File: src/rtl/core/ecc_pkg.sv
// Shared types, constants and calendar helpers for the epoch calendar converter.
// No dependencies; used by every module of the block.
`timescale 1ns / 1ps
`default_nettype none

package ecc_pkg;

   // Request and response words
   typedef struct packed {
      logic        command;
      logic [31:0] epoch_in;
      logic [6:0]  year_in;
      logic [3:0]  month_in;
      logic [6:0]  day_in;
      logic [6:0]  hour_in;
      logic [6:0]  minute_in;
      logic [6:0]  second_in;
   } ecc_req_type;

   typedef struct packed {
      logic [31:0] epoch_out;
      logic [11:0] year_out;
      logic [3:0]  month_out;
      logic [4:0]  day_out;
      logic [4:0]  hour_out;
      logic [5:0]  minute_out;
      logic [5:0]  second_out;
      logic        month_error;
   } ecc_rsp_type;

   // Command codes of the request word
   localparam logic CMD_SPLIT = 1'b0;
   localparam logic CMD_BUILD = 1'b1;

   // Datapath operations issued by the controller
   localparam int OP_W = 4;
   typedef logic [OP_W-1:0] ecc_op_type;
   localparam ecc_op_type OP_NONE      = 4'd0;
   localparam ecc_op_type OP_SUB_YEAR  = 4'd1;
   localparam ecc_op_type OP_SUB_MONTH = 4'd2;
   localparam ecc_op_type OP_SUB_DAY   = 4'd3;
   localparam ecc_op_type OP_SUB_HOUR  = 4'd4;
   localparam ecc_op_type OP_SUB_MIN   = 4'd5;
   localparam ecc_op_type OP_ADD_YEAR  = 4'd6;
   localparam ecc_op_type OP_ADD_MONTH = 4'd7;
   localparam ecc_op_type OP_ADD_DAY   = 4'd8;
   localparam ecc_op_type OP_ADD_HOUR  = 4'd9;
   localparam ecc_op_type OP_ADD_MINSEC = 4'd10;

   typedef struct packed {
      logic       load_req;
      logic       load_rsp;
      ecc_op_type op;
   } ecc_cmd_type;

   typedef struct packed {
      logic is_build;
      logic month_ok;
      logic more;
   } ecc_status_type;

   // Time constants
   localparam logic [31:0] SECS_MIN  = 32'd60;
   localparam logic [31:0] SECS_HOUR = 32'd3600;
   localparam logic [31:0] SECS_DAY  = 32'd86400;
   localparam logic [31:0] SECS_YEAR = 32'd31536000;

   localparam logic [11:0] EPOCH_YEAR = 12'd1970;
   localparam logic [11:0] BASE_20XX  = 12'd2000;
   localparam logic [11:0] BASE_19XX  = 12'd1900;
   localparam logic [6:0]  YY_PIVOT   = 7'd70;
   localparam logic [11:0] NON_LEAP_CENTURY = 12'd2100;

   localparam logic [3:0] MONTH_FIRST = 4'd1;
   localparam logic [3:0] MONTH_LAST  = 4'd12;
   localparam logic [3:0] MONTH_FEB   = 4'd2;

   // Gregorian leap rule, exact for years 1901 to 2199
   function automatic logic is_leap(input logic [11:0] y);
      return (y[1:0] == 2'b00) && (y != NON_LEAP_CENTURY);
   endfunction

   // Length of a one-based month in seconds
   function automatic logic [31:0] month_len_secs(input logic [3:0] m, input logic leap);
      logic [31:0] s;
      case (m)
         4'd2:                s = leap ? 32'd2505600 : 32'd2419200;
         4'd4, 4'd6, 4'd9,
         4'd11:               s = 32'd2592000;
         default:             s = 32'd2678400;
      endcase
      return s;
   endfunction

   // Seconds from 1 January to the first of a one-based month, common year
   function automatic logic [31:0] month_start_secs(input logic [3:0] m);
      logic [31:0] s;
      case (m)
         4'd1:    s = 32'd0;
         4'd2:    s = 32'd2678400;
         4'd3:    s = 32'd5097600;
         4'd4:    s = 32'd7776000;
         4'd5:    s = 32'd10368000;
         4'd6:    s = 32'd13046400;
         4'd7:    s = 32'd15638400;
         4'd8:    s = 32'd18316800;
         4'd9:    s = 32'd20995200;
         4'd10:   s = 32'd23587200;
         4'd11:   s = 32'd26265600;
         4'd12:   s = 32'd28857600;
         default: s = 32'd0;
      endcase
      return s;
   endfunction

endpackage

`default_nettype wire

File: src/rtl/core/ecc_ctrl.sv
// Sequencing state machine of the epoch calendar converter.
// Depends on ecc_pkg; drives ecc_dp through command and status structs.
`timescale 1ns / 1ps
`default_nettype none

module ecc_ctrl (
   input  logic                    clock,
   input  logic                    reset,
   input  logic                    req_valid,
   output logic                    req_ready,
   output logic                    rsp_valid,
   input  logic                    rsp_ready,
   input  ecc_pkg::ecc_status_type status,
   output ecc_pkg::ecc_cmd_type    cmd
);
   import ecc_pkg::*;

   localparam logic [3:0] S_IDLE    = 4'd0;
   localparam logic [3:0] S_START   = 4'd1;
   localparam logic [3:0] S_SPLIT_Y = 4'd2;
   localparam logic [3:0] S_SPLIT_M = 4'd3;
   localparam logic [3:0] S_SPLIT_D = 4'd4;
   localparam logic [3:0] S_SPLIT_H = 4'd5;
   localparam logic [3:0] S_SPLIT_N = 4'd6;
   localparam logic [3:0] S_BUILD_Y = 4'd7;
   localparam logic [3:0] S_BUILD_M = 4'd8;
   localparam logic [3:0] S_BUILD_D = 4'd9;
   localparam logic [3:0] S_BUILD_H = 4'd10;
   localparam logic [3:0] S_BUILD_N = 4'd11;
   localparam logic [3:0] S_FINISH  = 4'd12;

   logic [3:0] state_ff, state_in;
   logic       rsp_valid_ff, rsp_valid_in;
   logic       rsp_free;

   assign rsp_free  = !rsp_valid_ff || rsp_ready;
   assign req_ready = (state_ff == S_IDLE);
   assign rsp_valid = rsp_valid_ff;

   always_comb begin
      state_in     = state_ff;
      cmd.load_req = 1'b0;
      cmd.load_rsp = 1'b0;
      cmd.op       = OP_NONE;
      case (state_ff)
         S_IDLE: begin
            if (req_valid) begin
               cmd.load_req = 1'b1;
               state_in     = S_START;
            end
         end
         S_START: begin
            if (!status.is_build) begin
               state_in = S_SPLIT_Y;
            end else if (status.month_ok) begin
               state_in = S_BUILD_Y;
            end else begin
               state_in = S_FINISH;
            end
         end
         S_SPLIT_Y: begin
            cmd.op = OP_SUB_YEAR;
            if (!status.more) state_in = S_SPLIT_M;
         end
         S_SPLIT_M: begin
            cmd.op = OP_SUB_MONTH;
            if (!status.more) state_in = S_SPLIT_D;
         end
         S_SPLIT_D: begin
            cmd.op = OP_SUB_DAY;
            if (!status.more) state_in = S_SPLIT_H;
         end
         S_SPLIT_H: begin
            cmd.op = OP_SUB_HOUR;
            if (!status.more) state_in = S_SPLIT_N;
         end
         S_SPLIT_N: begin
            cmd.op = OP_SUB_MIN;
            if (!status.more) state_in = S_FINISH;
         end
         S_BUILD_Y: begin
            cmd.op = OP_ADD_YEAR;
            if (!status.more) state_in = S_BUILD_M;
         end
         S_BUILD_M: begin
            cmd.op   = OP_ADD_MONTH;
            state_in = S_BUILD_D;
         end
         S_BUILD_D: begin
            cmd.op   = OP_ADD_DAY;
            state_in = S_BUILD_H;
         end
         S_BUILD_H: begin
            cmd.op   = OP_ADD_HOUR;
            state_in = S_BUILD_N;
         end
         S_BUILD_N: begin
            cmd.op   = OP_ADD_MINSEC;
            state_in = S_FINISH;
         end
         S_FINISH: begin
            if (rsp_free) begin
               cmd.load_rsp = 1'b1;
               state_in     = S_IDLE;
            end
         end
         default: begin
            state_in = S_IDLE;
         end
      endcase
   end

   assign rsp_valid_in = cmd.load_rsp || (rsp_valid_ff && !rsp_ready);

   always_ff @(posedge clock) begin
      if (reset) begin
         state_ff     <= S_IDLE;
         rsp_valid_ff <= 1'b0;
      end else begin
         state_ff     <= state_in;
         rsp_valid_ff <= rsp_valid_in;
      end
   end

endmodule

`default_nettype wire

File: src/rtl/core/ecc_dp.sv
// Datapath of the epoch calendar converter: one 32-bit add/subtract accumulator
// with calendar counters and the response register. Depends on ecc_pkg.
`timescale 1ns / 1ps
`default_nettype none

module ecc_dp (
   input  logic                    clock,
   input  ecc_pkg::ecc_req_type    req_word,
   input  ecc_pkg::ecc_cmd_type    cmd,
   output ecc_pkg::ecc_status_type status,
   output ecc_pkg::ecc_rsp_type    rsp_word
);
   import ecc_pkg::*;

   ecc_req_type req_ff;
   ecc_rsp_type rsp_ff, rsp_in;
   logic [31:0] acc_ff, acc_in;
   logic [11:0] year_ff, year_in;
   logic [11:0] target_ff, target_in;
   logic [3:0]  month_ff, month_in;
   logic [4:0]  day_ff, day_in;
   logic [4:0]  hour_ff, hour_in;
   logic [5:0]  minute_ff, minute_in;

   logic [31:0] operand;
   logic        ge;
   logic        more;
   logic        month_ok;
   logic        leap_cur;
   logic        leap_tgt;

   assign leap_cur = is_leap(year_ff);
   assign leap_tgt = is_leap(target_ff);
   assign month_ok = (req_ff.month_in >= MONTH_FIRST) && (req_ff.month_in <= MONTH_LAST);

   // Operand for the current step
   always_comb begin
      case (cmd.op)
         OP_SUB_YEAR, OP_ADD_YEAR: operand = SECS_YEAR + (leap_cur ? SECS_DAY : 32'd0);
         OP_SUB_MONTH:  operand = month_len_secs(month_ff, leap_cur);
         OP_SUB_DAY:    operand = SECS_DAY;
         OP_SUB_HOUR:   operand = SECS_HOUR;
         OP_SUB_MIN:    operand = SECS_MIN;
         OP_ADD_MONTH:  operand = month_start_secs(req_ff.month_in)
                                  + ((leap_tgt && (req_ff.month_in > MONTH_FEB)) ?
                                     SECS_DAY : 32'd0);
         OP_ADD_DAY:    operand = 32'({25'd0, req_ff.day_in} * SECS_DAY) - SECS_DAY;
         OP_ADD_HOUR:   operand = 32'({25'd0, req_ff.hour_in} * SECS_HOUR);
         OP_ADD_MINSEC: operand = 32'({25'd0, req_ff.minute_in} * SECS_MIN)
                                  + {25'd0, req_ff.second_in};
         default:       operand = 32'd0;
      endcase
   end

   assign ge = (acc_ff >= operand);

   // Loop condition: step taken this cycle
   always_comb begin
      case (cmd.op)
         OP_SUB_YEAR, OP_SUB_DAY, OP_SUB_HOUR, OP_SUB_MIN: more = ge;
         OP_SUB_MONTH: more = ge && (month_ff != MONTH_LAST);
         OP_ADD_YEAR:  more = (year_ff < target_ff);
         default:      more = 1'b0;
      endcase
   end

   assign status.is_build = (req_ff.command == CMD_BUILD);
   assign status.month_ok = month_ok;
   assign status.more     = more;

   always_comb begin
      acc_in    = acc_ff;
      year_in   = year_ff;
      target_in = target_ff;
      month_in  = month_ff;
      day_in    = day_ff;
      hour_in   = hour_ff;
      minute_in = minute_ff;
      if (cmd.load_req) begin
         acc_in    = (req_word.command == CMD_BUILD) ? 32'd0 : req_word.epoch_in;
         year_in   = EPOCH_YEAR;
         target_in = (req_word.year_in < YY_PIVOT) ? BASE_20XX + {5'd0, req_word.year_in}
                                                    : BASE_19XX + {5'd0, req_word.year_in};
         month_in  = MONTH_FIRST;
         day_in    = 5'd1;
         hour_in   = 5'd0;
         minute_in = 6'd0;
      end else begin
         case (cmd.op)
            OP_SUB_YEAR: begin
               if (more) begin
                  acc_in  = acc_ff - operand;
                  year_in = year_ff + 12'd1;
               end
            end
            OP_SUB_MONTH: begin
               if (more) begin
                  acc_in   = acc_ff - operand;
                  month_in = month_ff + 4'd1;
               end
            end
            OP_SUB_DAY: begin
               if (more) begin
                  acc_in = acc_ff - operand;
                  day_in = day_ff + 5'd1;
               end
            end
            OP_SUB_HOUR: begin
               if (more) begin
                  acc_in  = acc_ff - operand;
                  hour_in = hour_ff + 5'd1;
               end
            end
            OP_SUB_MIN: begin
               if (more) begin
                  acc_in    = acc_ff - operand;
                  minute_in = minute_ff + 6'd1;
               end
            end
            OP_ADD_YEAR: begin
               if (more) begin
                  acc_in  = acc_ff + operand;
                  year_in = year_ff + 12'd1;
               end
            end
            OP_ADD_MONTH, OP_ADD_DAY, OP_ADD_HOUR, OP_ADD_MINSEC: begin
               acc_in = acc_ff + operand;
            end
            default: begin
            end
         endcase
      end
   end

   // Response word
   always_comb begin
      rsp_in = '0;
      if (req_ff.command == CMD_BUILD) begin
         rsp_in.epoch_out   = month_ok ? acc_ff : 32'd0;
         rsp_in.month_error = !month_ok;
      end else begin
         rsp_in.year_out   = year_ff;
         rsp_in.month_out  = month_ff;
         rsp_in.day_out    = day_ff;
         rsp_in.hour_out   = hour_ff;
         rsp_in.minute_out = minute_ff;
         rsp_in.second_out = acc_ff[5:0];
      end
   end

   always_ff @(posedge clock) begin
      if (cmd.load_req) req_ff <= req_word;
      if (cmd.load_rsp) rsp_ff <= rsp_in;
      acc_ff    <= acc_in;
      year_ff   <= year_in;
      target_ff <= target_in;
      month_ff  <= month_in;
      day_ff    <= day_in;
      hour_ff   <= hour_in;
      minute_ff <= minute_in;
   end

   assign rsp_word = rsp_ff;

endmodule

`default_nettype wire

File: src/rtl/core/epoch_calendar_converter_core.sv
// Unix time <-> Gregorian calendar converter, one word in, one word out.
// Command 0 splits epoch seconds into year, month, day, hour, minute and
// second; command 1 builds epoch seconds from a two-digit year (below 70 is
// 20xx) and the other fields, summed modulo 2^32; a month outside 1..12 sets
// month_error and gives epoch_out zero. One word is worked on at a time by a
// single 32-bit add/subtract accumulator stepped by the controller, one year
// (in a split also a month, day, hour or minute) per cycle; a bad month skips
// the build loops. req_ready rises again once the result is loaded; the
// result register holds the response word until taken, so the next request
// can run meanwhile. Depends on ecc_pkg, ecc_ctrl and ecc_dp.
`timescale 1ns / 1ps
`default_nettype none

module epoch_calendar_converter_core (
   input  logic                 clock,
   input  logic                 reset,
   // request word
   input  logic                 req_valid,
   output logic                 req_ready,
   input  ecc_pkg::ecc_req_type req_word,
   // response word
   output logic                 rsp_valid,
   input  logic                 rsp_ready,
   output ecc_pkg::ecc_rsp_type rsp_word
);
   import ecc_pkg::*;

   ecc_cmd_type    cmd;
   ecc_status_type status;

   // Controller: walks the year, month, day, hour and minute loops
   ecc_ctrl u_ctrl (
      .clock     (clock),
      .reset     (reset),
      .req_valid (req_valid),
      .req_ready (req_ready),
      .rsp_valid (rsp_valid),
      .rsp_ready (rsp_ready),
      .status    (status),
      .cmd       (cmd)
   );

   // Datapath: accumulator, counters, request and response registers
   ecc_dp u_dp (
      .clock    (clock),
      .req_word (req_word),
      .cmd      (cmd),
      .status   (status),
      .rsp_word (rsp_word)
   );

endmodule

`default_nettype wire

File: config.mk
export PLATFORM = sky130hd
export DESIGN_NAME = epoch_calendar_converter_core
export DESIGN_NICKNAME = d
export VERILOG_FILES = /design/src/rtl/core/ecc_pkg.sv /design/src/rtl/core/ecc_ctrl.sv /design/src/rtl/core/ecc_dp.sv /design/src/rtl/core/epoch_calendar_converter_core.sv
export SDC_FILE = /design/constraint.sdc
export NUM_CORES = 1
export LEC_CHECK = 0
export ABC_AREA = 1
export ABC_CLOCK_PERIOD_IN_PS = 6000
export BUFFER_PORTS_ARGS = -buffer_cell sky130_fd_sc_hd__buf_2
export CORE_MARGIN = 3
export CORE_UTILIZATION = 50
export CTS_CLUSTER_SIZE = 10
export DETAILED_ROUTE_END_ITERATION = 16
export PLACE_DENSITY = 0.71
export SLEW_MARGIN = 20
export SYNTH_ARGS = -nofsm -noshare
export SYNTH_HDL_FRONTEND = slang
export SYNTH_SLANG_ARGS = --single-unit
File: constraint.sdc
create_clock -name clock -period 6 [get_ports clock]
set_input_delay 1.2 -clock clock [delete_from_list [all_inputs] [get_ports clock]]
set_output_delay 1.2 -clock clock [all_outputs]
set_load 0.05 [all_outputs]
; ---- After elaboration in Yosys (flattened, before gate mapping)
; Memories as Yosys holds them, arrays and structs flattened. A register that Yosys moved wholly into a read port is not among the register bits.
; Cells that the tools add are included.
[word_totals]
ram_bits = 0
word_cells = 144
ff_bits = 185
latch_bits = 0
out_inout_bits = 73
mem_bits_ro = 288
memories = 1
[memory_table]
columns = memory, depth, word_bits, read_ports, rd_ports_with_merged_regs, write_ports, line
row1 = (no name shown), 16, 18, 1, 1, 0, ecc_pkg.sv:98  ; case (m)
[op_classes]
addsub = 13
order_cmp = 6
reduce_logical = 28
bitwise_logic = 0
muxes = 30
n_mul = 3
n_eq_ne = 40
div_mod_pow = 0
n_shift = 0
[ops]
columns = operator, count
row1 = one-hot mux 32 bit (9 select lines), 1
row2 = 2-to-1 mux 32 bit, 5
row3 = one-hot mux 32 bit (3 select lines), 1
row4 = adder 32 bit, 2
row5 = one-hot mux 32 bit (2 select lines), 1
row6 = one-hot mux 4 bit (13 select lines), 1
row7 = 2-to-1 mux 4 bit, 11
row8 = "== test 4 x 3 -> 1 bit, second input constant", 10
row9 = "== test 4 bit, second input constant", 10
row10 = one-hot mux 4 bit (10 select lines), 1
row11 = 2-to-1 mux 17 bit, 2
row12 = "adder 25 x 32 -> 32 bit, first input constant", 1
row13 = greater-or-equal comparator 32 bit, 1
row14 = subtractor 32 bit, 1
row15 = "subtractor 24 x 17 -> 25 bit, second input constant", 1
row16 = "adder 11 x 7 -> 12 bit, first input constant", 2
row17 = "inequality test 12 bit, second input constant", 2
row18 = "== test 4 x 2 -> 1 bit, second input constant", 5
row19 = 2-to-1 mux 18 bit, 1
row20 = "multiplier 7 x 10 -> 17 bit, second input constant", 1
row21 = "multiplier 7 x 8 -> 15 bit, second input constant", 1
row22 = adder 13 x 7 -> 14 bit, 1
row23 = "inequality test 2 bit, second input constant", 7
row24 = "adder 12 x 1 -> 12 bit, second input constant", 1
row25 = 29 further kinds, 50

; ---- Depth between registers and ports, before layout
; Gate-level depths: netlist (run 1).
[logic_depth]
ltp_word = 12
ltp_mapped = 38

; ---- Modules after synthesis
; Synthesis (run 1) repeated with hierarchy kept, for this count alone.
[unflattened]
cells_unflattened = 2430
area_unflattened_um2 = 17742.0
[modules_own_cells]
columns = mod, cells_each, instances, area_per_inst_um2, seq_area_each_um2
row1 = ecc_dp, 2358, 1, 17304.1, 5415.2
row2 = ecc_ctrl, 72, 1, 437.9, 100.1

; ---- Worst setup path before layout (run 1)
; Ideal clock, no wire load.
[synth_timing]
kind = register to register
from = register u_dp.req_ff[25] (netlist name)
to = register u_dp.acc_ff[0] (enable)
stages_incl_launch_ff = 27
arrival_time_ns = 5.701
required_ns = 5.371
setup_slack_ns = -0.329
synth_period_minus_slack_ns = 6.329
cell_sequence = edfxtp_1 -> ha_1 -> ha_1 -> fa_1 -> ha_1 -> ha_1 -> nand2_1 -> nor2_1 -> o21ai_0 -> nand3_1 -> nand2_1 -> nand2_1 -> nand3_1 -> nor2_1 -> nand4_1 -> nor2_1 -> inv_1 -> ha_1 -> clkbuf_1 -> a21oi_1 -> nand2_1 -> nand2_1 -> nand3_1 -> a21oi_1 -> nand2_1 -> nand2_2 -> nand4_1
[synth_via]
elab_chain_len = 8
[synth_rtl]
columns = item, line
row1 = "start, declared", ecc_dp.sv:15  ; ecc_req_type req_ff;
row2 = "start signal, assigned", ecc_dp.sv:152  ; if (cmd.load_req) req_ff <= req_word;
row3 = multiplier 7 x 10 -> 17 bit (*), ecc_dp.sv:47  ; OP_ADD_DAY: operand = 32'({25'd0, req_ff.day_in} * SECS_DAY) - SECS_DAY;
row4 = subtractor 24 x 17 -> 25 bit (*), ecc_dp.sv:47
row5 = one-hot mux 32 bit (9 select lines) (*), ecc_dp.sv:38  ; case (cmd.op)
row6 = greater-or-equal comparator 32 bit (*), ecc_dp.sv:55  ; assign ge = (acc_ff >= operand);
row7 = logical AND 1 bit, ecc_dp.sv:61  ; OP_SUB_MONTH: more = ge && (month_ff != MONTH_LAST);
row8 = one-hot mux 1 bit (3 select lines) (*), ecc_dp.sv:59  ; case (cmd.op)
row9 = inequality test 3 x 2 -> 1 bit (no line) / inequality test 3 x 1 -> 1 bit (equally long branches), -
row10 = AND reduction 3 bit (no line) (*), -
row11 = "end signal, assigned", ecc_dp.sv:154  ; acc_ff <= acc_in;
row12 = "end, declared", ecc_dp.sv:17  ; logic [31:0] acc_ff, acc_in;
; Mark *: on every way between the ends. The rest lies on a longest branch, timed or not.
; A chain may end at the register's enable or synchronous reset.

; ---- Worst setup path in the final report (run 1)
[layout_timing]
from = register u_dp.req_ff[27] (netlist name)
to = register u_dp.acc_ff[31] (data pin)
[layout_via]
elab_chain_len = 7
[layout_rtl]
columns = item, line
row1 = multiplier 7 x 10 -> 17 bit (*), ecc_dp.sv:47
row2 = subtractor 24 x 17 -> 25 bit (*), ecc_dp.sv:47
row3 = one-hot mux 32 bit (9 select lines) (*), ecc_dp.sv:38
row4 = adder 32 bit / subtractor 32 bit (equally long branches), -
row5 = "2-to-1 mux 32 bit, on equally long branches", -
row6 = one-hot mux 32 bit (3 select lines) (*), ecc_dp.sv:89  ; case (cmd.op)
row7 = 2-to-1 mux 32 bit (*), ecc_dp.sv:79  ; if (cmd.load_req) begin
row8 = net u_dp.acc_in[31], ecc_dp.sv:17
; The timed path passes the listed nets; every way through them passes the cells marked *. The select of a mux whose other input is x is not followed.

==> reports/qor.txt, run 1 <==
========================================================================================
Classification of the worst setup path ....................................   reg -> reg
Total Routed Length .......................................................     55100 um
Required time reported for the critical path endpoint .....................      6.31 ns
Largest net degree at the start of global routing .........................           50
Syn Nets ..................................................................         2824
IO Count ..................................................................          149
Fin crit share ............................................................        94.3%
Antenna violation net count after detailed routing ........................            0
Upper clock frequency limit ...............................................      177 MHz
Critical-path top delay cell .............................................. sky130_fd_sc_hd__fa_1
Post-placement cell area ..................................................  19300 sq um
Post-synthesis mux area share .............................................      0.0560%
Number of global-route vias before repair .................................        16600
Skew final ................................................................    0.0262 ns
Seq/Total Area, Yosys .....................................................        30.8%
Largest vdd supply drop ...................................................       377 uV
Flop and latch count out of synthesis .....................................          202
Initial core utilization ..................................................        51.3%
Std cell rows .............................................................           68
TritonCTS Buffers .........................................................           26
DRT Pass-1 Iters ..........................................................            5
Final Cell Area ...........................................................  20300 sq um
Number of unique standard cell types used by synthesis ....................           50
Maximum fanout along the worst path .......................................            6
Bufs on Longest Clock Path ................................................            3
Setup ws final ............................................................     0.341 ns
Number of vias in the routed layout .......................................        17100
Antenna violations before repair ..........................................            1
Worst slew slack as a fraction of its limit ...............................        31.1%
Cells after synthesis .....................................................         2522
HP Class ..................................................................   reg -> reg
Post-synthesis adder-cell area fraction ...................................        16.9%
Maximum single-stage delay on the critical path ...........................      0.43 ns
Die span in y .............................................................       195 um
Cell repeated most along the worst path ................................... sky130_fd_sc_hd__nand2_1
Wire length per cell ......................................................      17.4 um
Share of the core filled with cells .......................................        58.2%
Starting DRT DRC Count ....................................................         1167
Die footprint .............................................................  38100 sq um
Port Buffer Count .........................................................          148
Post-route DRC ............................................................            0
Worst-skew pair later-pin latency .........................................      0.56 ns
FF+latch area .............................................................   5520 sq um
XOR/XNOR share of the synthesized area ....................................        2.50%
TritonCTS clock tree ......................................................          yes
Non-filler cells in the finished layout ...................................         3166
Average footprint of a synthesized cell ...................................   7.09 sq um
Clock tree root buffer cell ............................................... sky130_fd_sc_hd__clkbuf_16
Sink Count ................................................................          202
Count of antenna diodes in the layout .....................................            0
Area used by multi-input combinational logic ..............................  10800 sq um
CTS clk-pin slew, worst paths .............................................      0.06 ns
P per Cell Area ...........................................................  589 nW/um^2
Core area .................................................................  34900 sq um
Outcome ................................................................... finished clean
Global-route wire length before repair ....................................     86100 um
Setup repair after global routing missed its margin .......................        false
Critical Path Source Type .................................................         flop
Post-synthesis compound-gate area fraction ................................        10.3%
Data arrival time of the critical path ....................................      5.97 ns
Critical Path End Type ....................................................         flop
Number of nets in the final layout ........................................         2993
Level count of the clock H-tree ...........................................            1
Die width .................................................................       195 um
Post-route setup TNS ......................................................         0 ns
Routability cong. .........................................................         1.03
Area grow syn2layout ......................................................        13.5%
Worst-case reg-to-reg path depth ..........................................           31
Most common cell after layout, fill and taps aside ........................ sky130_fd_sc_hd__nand2_1
CTS Hold Bufs .............................................................            0
Slew @ Worst Pin ..........................................................      1.03 ns
Max-cap viol count ........................................................            0
Lkg Pwr ...................................................................    0.0102 uW
DR vias/cell ..............................................................         5.41
All-layer global routing usage ............................................        28.0%
Largest family of logic cells by synthesized area ......................... simple AND/OR/NAND/NOR gates
Slew Viols, Final .........................................................            0
Pre-CTS worst setup slack .................................................     0.157 ns
Post-route minimum period .................................................      5.66 ns
Synthesized-area fraction occupied by and/or/nand/nor cells ...............        29.6%
Fraction of final layout cells with drive strength greater than 1 .........        11.2%
Total global routing overflow .............................................            0
Hold Violations, Final ....................................................            0
Ys Warns ..................................................................            0
Cells on Worst Hold Path ..................................................            2
Most frequent cells in the layout ......................................... sky130_fd_sc_hd__nand2_1, sky130_fd_sc_hd__inv_1, sky130_fd_sc_hd__nor2_1
Cell area after technology mapping ........................................  17900 sq um
Number of setup violations in the final report ............................            0
Number of fill cells in the layout ........................................         3350
Total half-perimeter wirelength after legalization and detailed placement .     44400 um
Cell Count Post-Placement .................................................         3112
========================================================================================
[cell type report]
type	count	area share, %
timing repair buffer	187	5.17
clock inverter	6	0.333
multi-input combinational	1866	53.3
inverter	408	7.56
tap	455	2.80
sequential	202	27.2
clock buffer	42	3.65
[worst max-delay path: cells and delay by family, from the launching register on]
kind,cells,cell delay (ns)
compound gates,3,0.60
fa+ha+maj,6,2.12
buf+inv,3,0.37
flops,1,0.42
simple gates,19,1.88
[metal layers]
| metal | track usage (%) | vias up | share of wire, % |
|---|---|---|---|
| li1 | - | 8530 | - |
| met1 | 38.1 | 7870 | 44 |
| met2 | 46.8 | 611 | 45 |
| met3 | 4.28 | 104 | 7.2 |
| met4 | 7.45 | 2 | 2.8 |
| met5 | 0 | - | 0.022 |
[registers in the layout, summed over array words and instances, names as in the netlist, named ones only]
signal,flops
u_dp.rsp_word,71
u_dp.acc_ff,32
u_dp.req_ff,32
u_dp.year_ff,12
u_dp.target_ff,11
u_dp.minute_ff,6
u_dp.day_ff,5
u_dp.hour_ff,5
u_ctrl.state_ff,4
u_dp.month_ff,4
u_ctrl.rsp_valid,1
u_dp.status,1
[logic make-up after synthesis]
kind of cell	Yosys count
flops	202
fa+ha+maj	226
xor+xnor	51
compound gates	330
mux	1
buf+inv	454
simple gates	1258
[where the power goes]
part / internal [uW] / switching (uW) / leakage [uW]
Combinational: 2690 / 5480 / 0.00795
Sequential: 1990 / 290 / 0.00182
Clock: 884 / 612 / 0.000388
[repair_timing]
action                                  4_1_cts  5_1_grt
resized for setup                             0       38
endpoints found under the setup margin        0       80
setup buffers                                 0        6
[worst paths after layout]
path	start	end	slack, ns
min	u_dp.day_ff[4]	u_dp.day_ff[4]	0.47
min reg2reg	u_dp.day_ff[4]	u_dp.day_ff[4]	0.47
max	u_dp.req_ff[27]	u_dp.acc_ff[31]	0.34
max reg2reg	u_dp.req_ff[27]	u_dp.acc_ff[31]	0.34
[cell usage after synthesis (all sizes together)]
| cell | instances | area [sq um] |
|---|---|---|
| a41oi | 1 | 8.76 |
| a22o | 3 | 26.3 |
| a21boi | 2 | 15.0 |
| dfxtp | 55 | 1100 |
| o21bai | 19 | 143 |
| o22ai | 3 | 18.8 |
| xnor2 | 5 | 43.8 |
| buf | 26 | 149 |
| and2 | 4 | 25.0 |
| nor2 | 267 | 1040 |
| or2 | 13 | 81.3 |
| nand4 | 37 | 231 |
| xor2 | 46 | 403 |
| a21oi | 149 | 746 |
| nor3 | 31 | 155 |
| o32ai | 1 | 8.76 |
| edfxtp | 147 | 4410 |
| nand3b | 8 | 60.1 |
| clkbuf | 20 | 76.3 |
| nor4 | 10 | 62.6 |
| mux2i | 1 | 10.0 |
| a22oi | 1 | 7.51 |
| a31oi | 8 | 50.1 |
| a211oi | 1 | 7.51 |
| nor3b | 2 | 15.0 |
| nand2 | 696 | 2650 |
| a21o | 6 | 45.0 |
| o21a | 11 | 82.6 |
| o21ai | 104 | 532 |
| nand3 | 190 | 971 |
| o311ai | 1 | 8.76 |
| ha | 201 | 2510 |
| inv | 408 | 1530 |
| fa | 25 | 500 |
| o31ai | 2 | 15.0 |
| o211ai | 18 | 135 |
[stage by stage]
stage               hold slack, ns  total power [uW]
finish                       0.473             11900
global route                 0.501             13100
CTS                          0.470             11700
detailed placement           0.461             10100
global placement             0.448             10100
floorplan                    0.439              7960
No activity file was read; power rests on OpenSTA's default activity.
==> run 2: changes to the inputs <==
- BUFFER_PORTS_ARGS: -buffer_cell sky130_fd_sc_hd__buf_2 -> unset
- DONT_BUFFER_PORTS: unset -> 1
- PLACE_DENSITY: 0.71 -> 0.68
==> run 2 against run 1 <==
Compared with the run above:
- routed wire length is 1.2% lower
- critical endpoint is now u_dp.hour_ff[2]
- global-route usage is 0.17 points lower
- hold slack worse by 0.00095 ns
- critical path type unchanged
- first-iteration DRC count down 4.3%
- cell count down 5.0%
- highest routed layer is now met4
- fmax is 0.87% higher
- non-clock buffer count fell by 159
==> reports/qor.txt, run 2 (synthesis results as in run 1) <==
========================================================================================
DR vias/cell ..............................................................         5.48
Max-cap viol count ........................................................            0
Worst-skew pair later-pin latency .........................................      0.55 ns
Post-route minimum period .................................................      5.61 ns
TritonCTS Buffers .........................................................           26
Area grow syn2layout ......................................................        8.62%
Critical Path Source Type .................................................         flop
Global-route wire length before repair ....................................     85100 um
P per Cell Area ...........................................................  608 nW/um^2
Critical-path top delay cell .............................................. sky130_fd_sc_hd__fa_1
Starting DRT DRC Count ....................................................         1117
Antenna violations before repair ..........................................            0
Required time reported for the critical path endpoint .....................      6.41 ns
Maximum single-stage delay on the critical path ...........................      0.43 ns
Sw Share ..................................................................        53.9%
Largest vdd supply drop ...................................................       340 uV
Post-route setup TNS ......................................................         0 ns
Post-route DRC ............................................................            0
Sink Count ................................................................          202
Share of the core filled with cells .......................................        55.7%
Net load switching power ..................................................      6360 uW
Lkg Pwr ...................................................................   0.00951 uW
Worst slew slack as a fraction of its limit ...............................        43.2%
Final Cell Area ...........................................................  19400 sq um
Total global routing overflow .............................................            0
IO Count ..................................................................          149
Skew final ................................................................    0.0203 ns
Most common cell after layout, fill and taps aside ........................ sky130_fd_sc_hd__nand2_1
Critical Path End Type ....................................................         flop
Most frequent cells in the layout ......................................... sky130_fd_sc_hd__nand2_1, sky130_fd_sc_hd__inv_1, sky130_fd_sc_hd__nor2_1
TritonCTS clock tree ......................................................          yes
Die footprint .............................................................  38100 sq um
Std cell rows .............................................................           68
Maximum fanout along the worst path .......................................           10
Worst-case reg-to-reg path depth ..........................................           29
Number of vias in the routed layout .......................................        16500
Fin crit share ............................................................        93.5%
Routability cong. .........................................................         1.04
Number of global-route vias before repair .................................        15800
Slew Viols, Final .........................................................            0
HP Class ..................................................................   reg -> reg
Combinational Power Share .................................................        68.1%
Port Buffer Count .........................................................            0
CTS clk-pin slew, worst paths .............................................      0.06 ns
Cell Count Post-Placement .................................................         2955
Wire length per cell ......................................................      18.1 um
Largest net degree at the start of global routing .........................           55
Fraction of final layout cells with drive strength greater than 1 .........        5.64%
Total half-perimeter wirelength after legalization and detailed placement .     44100 um
Number of setup violations in the final report ............................            0
Largest register FFs ......................................................           71
DRT Pass-1 Iters ..........................................................            5
Bufs on Longest Clock Path ................................................            3
Proportion of power drawn by the clock network ............................        12.3%
Post-layout total power ...................................................     11800 uW
Initial core utilization ..................................................        51.3%
Classification of the worst setup path ....................................   reg -> reg
Internal Dissipation ......................................................      5450 uW
Cell repeated most along the worst path ................................... sky130_fd_sc_hd__nand2_1
Upper clock frequency limit ...............................................      178 MHz
Relative contribution of sequential cells to total power ..................        19.6%
Post-placement cell area ..................................................  18500 sq um
Register-to-register setup slack ..........................................      0.39 ns
Total Routed Length .......................................................     54500 um
Core area .................................................................  34900 sq um
Data arrival time of the critical path ....................................      6.02 ns
Antenna violation net count after detailed routing ........................            0
Number of nets in the final layout ........................................         2834
Hold Violations, Final ....................................................            0
Slew @ Worst Pin ..........................................................     0.849 ns
Level count of the clock H-tree ...........................................            1
Cells on Worst Hold Path ..................................................            2
Clock tree root buffer cell ............................................... sky130_fd_sc_hd__clkbuf_16
All-layer global routing usage ............................................        27.9%
Die width .................................................................       195 um
Outcome ................................................................... finished clean
Non-filler cells in the finished layout ...................................         3008
Die span in y .............................................................       195 um
========================================================================================
-- run 2: cell count changes in the layout (fill, tap and decap cells not counted), sizes merged --
cell,change
buf,-159
bufinv,-1
inv,+2
clkbuf,+1
clkinv,-1
diode,+1
clkinvlp,-1
-- run 2: final timing paths --
check,from,endpoint
max,u_dp.req_ff[27],u_dp.hour_ff[2]
min,u_dp.hour_ff[4],u_dp.hour_ff[4]
max reg2reg,u_dp.req_ff[27],u_dp.hour_ff[2]
min reg2reg,u_dp.hour_ff[4],u_dp.hour_ff[4]
-- run 2: routing by layer --
metal  track usage [%]  part of all wire [%]  vias up
li1                  -                     -     8217
met1              38.1                    45     7540
met2              45.0                    44      618
met3              4.80                   7.6       99
met4              9.43                   3.8        0
met5                 0                     0        -
-- run 2: per-stage QoR --
stage,setup WS (ns),hold WS [ns]
floorplan,0.000184,0.439
global placement,0.285,0.448
detailed placement,0.153,0.461
CTS,0.115,0.470
global route,-0.0106,0.487
finish,0.390,0.472
-- run 2: power groups by stage --
stage	sequential, uW	combinational [uW]	clock [uW]
final	2310	8050	1450
after global routing	2350	9090	1530
after CTS	2310	7810	1480
after detailed placement	2330	7750	0
after global placement	2320	7690	0
after floorplan	2230	5730	0
-- run 2: worst max-delay path: cells and delay by family, from the launching register on --
family / cells / cell delay [ns]
buffers and inverters: 3 / 0.45
adders and majority gates: 6 / 2.19
and+or+nand+nor: 19 / 2.33
AOI/OAI and AO/OA: 1 / 0.06
DFF: 1 / 0.42
-- run 2: area by class of cell --
type / count / area [sq um]
timing repair buffer: 28 / 226
clock buffer: 43 / 746
tap: 455 / 569
clock inverter: 5 / 41.3
multi-input combinational: 1866 / 10800
antenna: 1 / 2.50
sequential: 202 / 5520
inverter: 408 / 1530
fill: 3390 / 15500
-- run 2: timing repair --
action | CTS | global route
setup buffers | 0 | 4
setup endpoints to repair | 0 | 80
resized for setup | 0 | 35
hold buffers | 0 | 0
==> run 3: changes to the inputs <==
- CORE_UTILIZATION: 50 -> 40
- PLACE_DENSITY: 0.68 -> unset
==> run 3 against run 2 <==
Compared with the run above:
- sequential power barely moved
- sequential share of layout area fell by 0.44 points
- non-clock buffer count rose by 14
- clock power barely moved
- worst setup slack got worse by 0.046 ns
- via count rose by 0.64%
- first-iteration DRC count rose by 6.5%
- total power rose by 1.3%
- routed wire length rose by 4.0%
- utilization fell by 10 points
- design area rose by 1.6%
==> reports/qor.txt, run 3 (synthesis results as in run 1) <==
========================================================================================
Outcome ................................................................... finished clean
Critical-path top delay cell .............................................. sky130_fd_sc_hd__fa_1
Post-route minimum period .................................................      5.66 ns
TritonCTS clock tree ......................................................          yes
Number of global-route vias before repair .................................        16100
Slew @ Worst Pin ..........................................................     0.952 ns
Number of setup violations in the final report ............................            0
Sink Count ................................................................          202
Antenna violation net count after detailed routing ........................            0
Hold Violations, Final ....................................................            0
Count of antenna diodes in the layout .....................................            0
Maximum fanout along the worst path .......................................            5
Critical Path Source Type .................................................         flop
Most frequent cells in the layout ......................................... sky130_fd_sc_hd__nand2_1, sky130_fd_sc_hd__inv_1, sky130_fd_sc_hd__nor2_1
Global-route wire length before repair ....................................     89300 um
Max-cap viol count ........................................................            0
Critical Path End Type ....................................................         flop
Worst-skew pair later-pin latency .........................................      0.57 ns
Routability cong. .........................................................        0.965
Startpoint of the worst-slack reg-to-reg timing path ...................... u_dp.req_ff[27]
Post-route DRC ............................................................            0
Number of vias in the routed layout .......................................        16600
Skew final ................................................................    0.0302 ns
Hold slack final ..........................................................     0.460 ns
Largest vdd supply drop ...................................................       296 uV
Port Buffer Count .........................................................            0
Total Routed Length .......................................................     56700 um
Classification of the worst setup path ....................................   reg -> reg
Wire length per cell ......................................................      18.0 um
DR vias/cell ..............................................................         5.26
Worst min-delay path startpoint ........................................... u_dp.hour_ff[4]
HP Class ..................................................................   reg -> reg
Worst slew slack as a fraction of its limit ...............................        36.4%
Combinational Power Share .................................................        68.6%
All-layer global routing usage ............................................        23.7%
Level count of the clock H-tree ...........................................            1
Fraction of final layout cells with drive strength greater than 1 .........        6.39%
Worst reg2reg path endpoint ............................................... u_dp.acc_ff[25]
TritonCTS Buffers .........................................................           26
Total global routing overflow .............................................            0
Register-to-register setup slack ..........................................      0.34 ns
Std cell rows .............................................................           76
DRT Pass-1 Iters ..........................................................            6
Worst-case reg-to-reg path depth ..........................................           33
Total half-perimeter wirelength after legalization and detailed placement .     45700 um
Pre-CTS worst setup slack .................................................     0.202 ns
Bufs on Longest Clock Path ................................................            3
Worst min-delay path endpoint ............................................. u_dp.hour_ff[4]
Relative contribution of sequential cells to total power ..................        19.2%
Cell repeated most along the worst path ................................... sky130_fd_sc_hd__nand2_1
Upper clock frequency limit ...............................................      177 MHz
Sw Share ..................................................................        53.6%
Setup ws final ............................................................     0.344 ns
Lkg Pwr ...................................................................   0.00958 uW
Post-route setup TNS ......................................................         0 ns
Largest net degree at the start of global routing .........................           60
P per Cell Area ...........................................................  606 nW/um^2
Initial core utilization ..................................................        41.0%
Starting DRT DRC Count ....................................................         1190
Largest register FFs ......................................................           71
Die span in y .............................................................       217 um
Slew Viols, Final .........................................................            0
Clock tree root buffer cell ............................................... sky130_fd_sc_hd__clkbuf_16
Area grow syn2layout ......................................................        10.4%
Die width .................................................................       217 um
Die footprint .............................................................  47300 sq um
CTS clk-pin slew, worst paths .............................................      0.05 ns
Internal Dissipation ......................................................      5550 uW
Proportion of power drawn by the clock network ............................        12.2%
Cells on Worst Hold Path ..................................................            2
IO Count ..................................................................          149
Net load switching power ..................................................      6420 uW
Data arrival time of the critical path ....................................      5.94 ns
Share of the core filled with cells .......................................        45.2%
Required time reported for the critical path endpoint .....................      6.29 ns
Maximum single-stage delay on the critical path ...........................      0.58 ns
Core area .................................................................  43600 sq um
Fin crit share ............................................................        94.3%
Most common cell after layout, fill and taps aside ........................ sky130_fd_sc_hd__nand2_1
Number of nets in the final layout ........................................         2848
Antenna violations before repair ..........................................            3
========================================================================================
[run 3: cell types whose count changed in the layout (fill, tap and decap cells not counted), moves of 3 or more]
cell,delta
sky130_fd_sc_hd__buf_4,+13
sky130_fd_sc_hd__nor2_1,-7
sky130_fd_sc_hd__nor2_2,+6
sky130_fd_sc_hd__o21ai_1,-3
[run 3: how the worst max path moves through the flow]
stage / startpoint / endpoint
floorplan: u_dp.req_ff[27] / u_dp.acc_ff[0]
global placement: u_dp.req_ff[19] / u_dp.acc_ff[30]
detailed placement: u_dp.req_ff[27] / u_dp.acc_ff[30]
CTS: u_dp.req_ff[27] / u_dp.acc_ff[30]
global route: u_dp.req_ff[27] / u_dp.year_ff[5]
finish: u_dp.req_ff[27] / u_dp.acc_ff[25]
[run 3: worst max-delay path: cells and delay by family, from the launching register on]
kind | cells | cell delay [ns]
AO/OA/AOI/OAI | 1 | 0.18
adder cells (fa/ha/maj) | 6 | 1.89
buffers and inverters | 8 | 0.86
flip-flops | 1 | 0.41
AND/OR/NAND/NOR | 18 | 2.07
[run 3: area by class of cell]
class	instances	area, sq um
flip-flops and latches	202	5520
multi-input cells	1866	10800
repair buffers	42	335
inverters	408	1530
clock buffers	42	742
fillers	4475	23900
clock inverters	6	43.8
well taps	585	732
[run 3: power groups by stage]
| stage | Sequential [uW] | Clock, uW | Combinational (uW) |
|---|---|---|---|
| 3_3_place_gp | 2320 | 0 | 7850 |
| 2_1_floorplan | 2230 | 0 | 5730 |
| 4_1_cts | 2300 | 1500 | 7940 |
| 6_report | 2300 | 1450 | 8210 |
| 5_1_grt | 2340 | 1550 | 9300 |
| 3_5_place_dp | 2320 | 0 | 7880 |
[run 3: layer usage]
layer | GRT usage, % | vias up | wire length, um
met5 | 0 | - | 35
met4 | 5.96 | 6 | 1600
met3 | 3.68 | 78 | 3400
met2 | 39.7 | 516 | 25600
met1 | 32.3 | 7753 | 26000
li1 | - | 8227 | -
[run 3: timing repair]
| item | in CTS | in global routing |
|---|---|---|
| setup endpoints to repair | 0 | 81 |
| hold buffers | 0 | 0 |
| buffers inserted | 0 | 3 |
| resized for setup | 0 | 40 |
[run 3: stage by stage]
stage	cells	power [uW]	instance area [sq um]
2_1_floorplan	2522	7960	17900
3_3_place_gp	3100	10200	18800
3_5_place_dp	3100	10200	18800
4_1_cts	3148	11700	19500
5_1_grt	3151	13200	19700
6_report	3151	12000	19700
